## config.mk

```make
export PLATFORM = sky130hd
export DESIGN_NAME = apbq_seq
export DESIGN_NICKNAME = d
export VERILOG_FILES = /design/src/sv/apbq_pkg.sv /design/src/sv/apbq_seq.sv
export SDC_FILE = /design/constraint.sdc
export NUM_CORES = 1
export LEC_CHECK = 0
export BUFFER_PORTS_ARGS = -buffer_cell sky130_fd_sc_hd__buf_4
export CAP_MARGIN = 20
export CORE_UTILIZATION = 32
export CTS_BUF_LIST = sky130_fd_sc_hd__clkbuf_4 sky130_fd_sc_hd__clkbuf_8
export DETAILED_ROUTE_END_ITERATION = 8
export REMOVE_ABC_BUFFERS = 1
export SYNTH_ARGS = -nofsm -noshare
export SYNTH_HDL_FRONTEND = slang
export SYNTH_SLANG_ARGS = --single-unit
```

## constraint.sdc

```tcl
create_clock -name clk -period 8.8 [get_ports clk]
set_clock_uncertainty 0.05 [all_clocks]
set_input_delay 0.44 -clock clk [delete_from_list [all_inputs] [get_ports clk]]
set_output_delay 0.44 -clock clk [all_outputs]
set_load 0.005 [all_outputs]
```

## src/sv/apbq_pkg.sv

```systemverilog
package apbq_pkg;

    localparam int SAMPLE_BITS    = 24;
    localparam int COEF_BITS      = 25;
    localparam int COEF_FRAC_BITS = 22;
    localparam int STAGE_BITS     = 8;
    localparam int CFG_DATA_BITS  = 25;
    localparam int CFG_INDEX_BITS = 3;

    // Product of a coefficient and a sample, and the section accumulator
    // (four products plus the shifted x2 term, with headroom).
    localparam int PROD_BITS = COEF_BITS + SAMPLE_BITS;
    localparam int ACC_BITS  = PROD_BITS + 3;

    localparam logic [CFG_INDEX_BITS-1:0] REG_B0_CH1     = 3'd0;
    localparam logic [CFG_INDEX_BITS-1:0] REG_B1_CH1     = 3'd1;
    localparam logic [CFG_INDEX_BITS-1:0] REG_B0_CH2     = 3'd2;
    localparam logic [CFG_INDEX_BITS-1:0] REG_B1_CH2     = 3'd3;
    localparam logic [CFG_INDEX_BITS-1:0] REG_STAGES_CH1 = 3'd4;
    localparam logic [CFG_INDEX_BITS-1:0] REG_STAGES_CH2 = 3'd5;

    localparam logic [STAGE_BITS-1:0] STAGES_RESET = 8'd4;

    typedef logic signed [SAMPLE_BITS-1:0] sample_t;
    typedef logic signed [COEF_BITS-1:0]   coef_t;

    typedef struct packed {
        sample_t sample_ch1;
        sample_t sample_ch2;
    } in_item_t;

    typedef struct packed {
        sample_t out_ch1;
        sample_t out_ch2;
    } out_item_t;

    // One section's history, kept as one memory word.
    typedef struct packed {
        sample_t x1;
        sample_t x2;
        sample_t y1;
        sample_t y2;
    } hist_entry_t;

    typedef struct packed {
        logic rd_en;
        logic wr_en;
    } mem_ctl_t;

endpackage

```

## src/sv/apbq_seq.sv

```systemverilog
module apbq_seq #(
    parameter int MAX_STAGES = 128,
    parameter int AW         = 8,
    parameter int SW         = 8
) (
    input  logic                            clk,
    input  logic                            rst_n,
    input  logic                            sample_valid,
    output logic                            sample_stall,
    input  apbq_pkg::in_item_t              sample,
    input  logic [apbq_pkg::STAGE_BITS-1:0] stages_ch1,
    input  logic [apbq_pkg::STAGE_BITS-1:0] stages_ch2,
    input  logic                            out_free,
    output logic                            done,
    output apbq_pkg::out_item_t             done_item,
    output logic                            ch,
    output logic                            mul_en,
    output apbq_pkg::sample_t               x,
    input  apbq_pkg::sample_t               y,
    input  apbq_pkg::sample_t               hx1,
    input  apbq_pkg::sample_t               hy1,
    output apbq_pkg::mem_ctl_t              mem_ctl,
    output logic [AW-1:0]                   rd_addr,
    output logic [AW-1:0]                   wr_addr,
    output apbq_pkg::hist_entry_t           wr_data
);
    import apbq_pkg::*;

    typedef enum logic [5:0] {
        ST_CLEAR = 6'b000001,
        ST_IDLE  = 6'b000010,
        ST_SETUP = 6'b000100,
        ST_MUL   = 6'b001000,
        ST_ACC   = 6'b010000,
        ST_FIN   = 6'b100000
    } state_t;

    localparam logic [AW-1:0] LAST_ADDR = AW'(2 * MAX_STAGES - 1);

    state_t         state_reg, state_next;
    logic [AW-1:0]  clr_cnt_reg, clr_cnt_next;
    logic           ch_reg, ch_next;
    logic [SW-1:0]  sec_reg, sec_next;
    logic [SW-1:0]  n_reg, n_next;
    sample_t        x_reg, x_next;
    sample_t        hold_reg, hold_next;
    sample_t        res1_reg, res1_next;

    logic [STAGE_BITS-1:0] stages_sel;
    logic [SW-1:0]         n_sel;
    logic [SW-1:0]         sec_inc;

    function automatic logic [AW-1:0] hist_addr(input logic c, input logic [SW-1:0] s);
        return AW'(s) + (c ? AW'(MAX_STAGES) : AW'(0));
    endfunction

    always_comb
    begin
        stages_sel = ch_reg ? stages_ch2 : stages_ch1;
        n_sel = (32'(stages_sel) > MAX_STAGES) ? SW'(MAX_STAGES) : SW'(stages_sel);
        sec_inc = sec_reg + SW'(1);
    end

    always_comb
    begin
        state_next   = state_reg;
        clr_cnt_next = clr_cnt_reg;
        ch_next      = ch_reg;
        sec_next     = sec_reg;
        n_next       = n_reg;
        x_next       = x_reg;
        hold_next    = hold_reg;
        res1_next    = res1_reg;
        mem_ctl      = '0;
        mul_en       = 1'b0;
        done         = 1'b0;
        rd_addr      = hist_addr(ch_reg, '0);
        wr_addr      = hist_addr(ch_reg, sec_reg);
        wr_data      = '{x1: x_reg, x2: hx1, y1: y, y2: hy1};

        unique case (state_reg)
            ST_CLEAR:
            begin
                mem_ctl.wr_en = 1'b1;
                wr_addr       = clr_cnt_reg;
                wr_data       = '0;
                clr_cnt_next  = clr_cnt_reg + AW'(1);
                if (clr_cnt_reg == LAST_ADDR)
                begin
                    state_next = ST_IDLE;
                end
            end
            ST_IDLE:
            begin
                if (sample_valid)
                begin
                    x_next     = sample.sample_ch1;
                    hold_next  = sample.sample_ch2;
                    ch_next    = 1'b0;
                    state_next = ST_SETUP;
                end
            end
            ST_SETUP:
            begin
                sec_next = '0;
                n_next   = n_sel;
                if (n_sel == '0)
                begin
                    // pass the sample through untouched
                    if (!ch_reg)
                    begin
                        res1_next = x_reg;
                        x_next    = hold_reg;
                        ch_next   = 1'b1;
                    end
                    else
                    begin
                        state_next = ST_FIN;
                    end
                end
                else
                begin
                    mem_ctl.rd_en = 1'b1;
                    state_next    = ST_MUL;
                end
            end
            ST_MUL:
            begin
                mul_en     = 1'b1;
                state_next = ST_ACC;
            end
            ST_ACC:
            begin
                mem_ctl.wr_en = 1'b1;
                if (sec_inc < n_reg)
                begin
                    x_next        = y;
                    mem_ctl.rd_en = 1'b1;
                    rd_addr       = hist_addr(ch_reg, sec_inc);
                    sec_next      = sec_inc;
                    state_next    = ST_MUL;
                end
                else if (!ch_reg)
                begin
                    res1_next  = y;
                    x_next     = hold_reg;
                    ch_next    = 1'b1;
                    state_next = ST_SETUP;
                end
                else
                begin
                    x_next     = y;
                    state_next = ST_FIN;
                end
            end
            ST_FIN:
            begin
                if (out_free)
                begin
                    done       = 1'b1;
                    state_next = ST_IDLE;
                end
            end
            default:
            begin
                state_next = ST_CLEAR;
            end
        endcase
    end

    always_ff @(posedge clk or negedge rst_n)
    begin
        if (!rst_n)
        begin
            state_reg   <= ST_CLEAR;
            clr_cnt_reg <= '0;
            ch_reg      <= 1'b0;
            sec_reg     <= '0;
            n_reg       <= '0;
        end
        else
        begin
            state_reg   <= state_next;
            clr_cnt_reg <= clr_cnt_next;
            ch_reg      <= ch_next;
            sec_reg     <= sec_next;
            n_reg       <= n_next;
        end
    end

    always_ff @(posedge clk)
    begin
        x_reg    <= x_next;
        hold_reg <= hold_next;
        res1_reg <= res1_next;
    end

    assign sample_stall = (state_reg != ST_IDLE);
    assign done_item    = '{out_ch1: res1_reg, out_ch2: x_reg};
    assign ch           = ch_reg;
    assign x            = x_reg;

endmodule

```

Word-level counts from Yosys, hierarchy flattened
Cells that the tools add are included.

Register bits: 103. Bits of input ports: 140. Output and inout bits: 190. Word-level logic and storage cells: 80.

Add/subtract/negate cells: 4. Magnitude comparators: 2. Eq/ne operators: 17. Mux-type cells: 39. Reductions and logical operators: 10.

Operator list (number): $mux 24 (9); $mux 96 (1); $pmux 24 s3 (1); $mux 8 (7); $pmux 24 s2 (1); $mux 6 (7); $pmux 6 s6 (1); $add 8x1->8 const B (2); $add 8x8->8 (2); $ne 2x2->1 const B (8); $pmux 8 s2 (1); $reduce_and 4->1 (3); $mux 1 (9); $eq 8x8->1 const B (1); $gt 8x8->1 const B (1); $logic_not 8->1 (1); $lt 8x8->1 (1); $eq 6x1->1 const B (1); $eq 6x2->1 const B (1); $eq 6x3->1 const B (1); $eq 6x4->1 const B (1); $eq 6x5->1 const B (1); $eq 6x6->1 const B (1); $ne 6x2->1 const B (1); other kinds (8) (9).

Depth between registers and ports, before layout
Depth after elaboration: 6. Depth in mapped cells: 11. Mapped depth without buffers: 10.

Worst setup path after synthesis
Ideal clock, no wire load.

Path type: register -> register. From: register sec_reg[0]. To: register res1_reg[0] (enable). Setup time: 0.435 ns. Arrival: 3.805 ns. Data required time: 8.315 ns. Slack: 4.510 ns. Cell stages (with the launch flop): 12. Buffers on the path: 1. Clock period less this slack: 4.290 ns. Cells stage by stage: dfrtp_1 > ha_1 > nand3_1 > nor2_1 > xor2_1 > ha_1 > nand2_1 > o21ai_0 > a211o_1 > buf_2 > o21ai_2 > nor3_1.

Word-level cells in the longest chain between the ends: 4.

RTL lines: start: declaration (line apbq_seq.sv:43) `logic [SW-1:0] sec_reg, sec_next;`; start signal: assignment (line apbq_seq.sv:186) `sec_reg <= sec_next;`; $add 8x1->8 (line apbq_seq.sv:61) `sec_inc = sec_reg + SW'(1);`; $lt 8x8->1 (line apbq_seq.sv:135) `if (sec_inc < n_reg)`; $ne 2x2->1 (no source line); $reduce_and 5->1 (no source line); end signal: assignment (line apbq_seq.sv:195) `res1_reg <= res1_next;`; end: declaration (line apbq_seq.sv:47) `sample_t res1_reg, res1_next;`.

No other way between the ends. A chain may end at the register's enable or synchronous reset.

Worst setup path in the final report
From: register state_reg[1]. To: output port rd_addr[7].

Word-level cells in the longest chain between the ends: 2.

RTL lines: start: declaration (line apbq_seq.sv:40) `state_t state_reg, state_next;`; start signal: assignment (line apbq_seq.sv:183) `state_reg <= state_next;`; $eq 6x5->1 (line apbq_seq.sv:81) `unique case (state_reg)`; $mux 8 (line apbq_seq.sv:81); end: declaration (line apbq_seq.sv:23) `output logic [AW-1:0] rd_addr,`.

No other way between the ends.

==> metrics.md <==
| Metric | Value |
|---|---|
| Buffers & Inverters on Critical Path | `1` |
| Most common cell after layout, fill and taps aside | `buf_4` |
| Fraction of synthesis flops using an asynchronous set or reset pin | `0.301` |
| Top post-synthesis cells by area | `edfxtp_1, dfrtp_1, and2_1` |
| Port bufs | `329` |
| Worst rel slew slack | `0.401` |
| Main synth FF type | `edfxtp_1` |
| Rows | `48` |
| Wirelength per Cell | `16.8 um` |
| Pleak | `4.05 nW` |
| EDFF count, synth | `72` |
| Initial antenna violation count | `0` |
| Worst-Margin Slew | `roughly 0.9 ns` |
| Hold Vio Cnt, Final | `0` |
| Pin count of the biggest net entering global routing | `100` |
| CTS Buffer Depth | `2` |
| Clk root buf | `clkbuf_8` |
| Top cell type's share of synthesized area | `0.379` |
| Post-DRT Antenna Nets | `0` |
| Yosys cell types | `55` |
| Final RePlAce weighted congestion | `0.843` |
| Reg clk slew, reported paths | `0.12 ns` |
| Clk_lat worst skew | `around 0.38 ns` |
| VDD IR max | `between 100 and 150 uV` |
| Status | `complete, no violations` |
| Peak per-stage delay on the critical path | `0.86 ns` |
| CORE AREA | `roughly 17000 sq um` |
| Yosys top cell by area | `edfxtp_1` |
| Max Slew Vio Count | `0` |
| Share of layout cells above drive strength 1 | `0.466` |
| Total iterations of the first detailed-routing run | `4` |
| Routed wire length | `17800 um` |
| DIE HEIGHT | `135 um` |
| Post-CTS Resized | `0` |
| Dpl hpwl | `13400 um` |
| WP data arrival | `3.30 ns` |
| Endpoints failing setup | `0` |
| CP max stage cell | `or3b_2` |
| Worst Path Max Fanout | `30` |
| Setup crit start kind | `flop` |
| RSZ-0062 raised after global routing | `no` |
| Vias per cell | `4.72` |
| Fillers | `~1700` |
| Register Area | `2940 sq um` |
| Final period util | `0.431` |
| Min-delay worst type | `in -> reg` |
| Crit path time final | `3.79 ns` |
| Antenna diodes | `0` |
| Residual DRC | `0` |
| Syn-to-layout area delta | `47.8%` |
| Crit path kind | `reg -> out` |
| CTS buffer count | `9` |
| Vias in the first global route | `4767` |
| Peak Freq | `264 MHz` |
| PD cells | `217 nW/um^2` |
| All-layer global routing usage | `0.190` |
| Sequential share of the synthesized area | `0.515` |
| Clk sinks | `103` |
| Multi-input gate area | `about 2300 sq um` |
| Max-cap viol count | `0` |
| Initial core utilization | `0.329` |
| CTS tree | `done` |
| Via count | `between 4000 and 5000` |
| Most frequent cells in the layout | `buf_4, and2_1, edfxtp_1, nand2_1, inv_1` |
| Final-stage net count | `974` |
| Delay-heaviest family, CP | `simple AND/OR/NAND/NOR gates` |
| GR Overflow Total | `0` |
| FF+latch count, synth | `103` |
| Gate Count Post-Synth | `530` |
| First-pass GRT wire length | `26300 um` |
| Ports | `330` |
| Number of H-tree levels | `3` |
| Syn. warnings | `0` |
| Iteration-0 DRC Markers | `around 190` |
| Kind of end point of the critical path | `output port` |
| Syn Area/Cell | `10.8 sq um` |
| Cell Area, Placed | `8200 sq um` |
| Die footprint | `roughly 18000 sq um` |
| Cell Chain, Critical Path | `or4_1 > or3b_2 > a211o_1 > nor2b_2 > xnor2_1 > buf_4` |
| Fin area | `8430 sq um` |
| WP data required | `a little over 8 ns` |
| Setup TNS | `0 ns` |
| Post-Syn Area | `about 5700 sq um` |
| Die X | `around 140 um` |
## routing by layer
layer	vias up	track usage	part of all wire
li1	2402	-	-
met1	2380	0.232	0.41
met2	185	0.340	0.52
met3	12	0.0281	0.058
met4	0	0.0630	0.011
met5	-	0	0
## area by class of cell
type / count / area share
flip-flops and latches: 103 / 0.349
repair buffers: 337 / 0.303
multi-input cells: 334 / 0.271
well taps: 225 / 0.0334
inverters: 40 / 0.0178
clock buffers: 9 / 0.0147
clock inverters: 7 / 0.0111
## cell families (layout without fill, tap and decap cells)
family                   after synthesis  in the layout  share of synthesized area
buffers and inverters                 93            393                     0.0847
adder cells (fa/ha/maj)                9              9                     0.0198
AO/OA/AOI/OAI                         93             93                      0.111
multiplexers                          32             32                     0.0617
AND/OR/NAND/NOR                      184            184                      0.182
XOR/XNOR                              16             16                     0.0246
flip-flops                           103            103                      0.515
## synthesized netlist by cell type (3+ instances only)
cell and n:
a21o_1 8, a21oi_1 6, a22oi_1 24, and2_1 99, buf_2 5, buf_4 24
buf_6 5, clkbuf_1 18, dfrtp_1 30, edfxtp_1 72, ha_1 9, inv_1 40
mux2_2 25, mux2i_1 7, nand2_1 41, nand3_1 3, nand4_1 4, nor2_1 11
nor2b_1 3, nor4_1 6, o21ai_0 14, o21ai_1 18, o21ai_2 3, o31ai_1 4
xnor2_1 9, xor2_1 7
## through the flow
step / util / setup slack [ns] / hold WS [ns] / std cells / power [W]
6_report: 0.485 / 5.01 / 0.172 / 1055 / 0.00183
5_1_grt: 0.485 / 4.81 / 0.137 / 1055 / 0.00195
4_1_cts: 0.485 / 4.97 / 0.138 / 1055 / 0.00185
3_5_place_dp: 0.472 / 5.41 / 0.345 / 1038 / 0.00152
3_3_place_gp: 0.471 / 5.49 / 0.339 / 1037 / 0.00150
2_1_floorplan: - / 4.27 / 0.0944 / 477 / 0.00103
## power by group
group          internal [W]  leakage, nW  total, W  switching, W
clock network      0.000140        0.107  0.000328      0.000188
registers          0.000596         1.04  0.000667     0.0000708
logic              0.000467         2.90  0.000831      0.000364
## timing repair
item | 4_1_cts | 5_1_grt
hold buffers | 1 | 0
hold endpoints to repair | 30 | 0
setup buffers | 0 | 0
## path summary, 6_finish.rpt
check	from	endpoint	slack (ns)	cells after the start
setup reg to reg	state_reg[1]	res1_reg[8]	5.50	6
min in group asynchronous	rst_n	sec_reg[3]	0.48	2
hold reg to reg	n_reg[1]	n_reg[1]	0.44	2
setup / recovery	state_reg[1]	rd_addr[7]	5.01	6
hold / removal	sample[9]	hold_reg[9]	0.17	1
max in group asynchronous	rst_n	state_reg[0]	7.89	2
(Power assumes the default switching activity.)
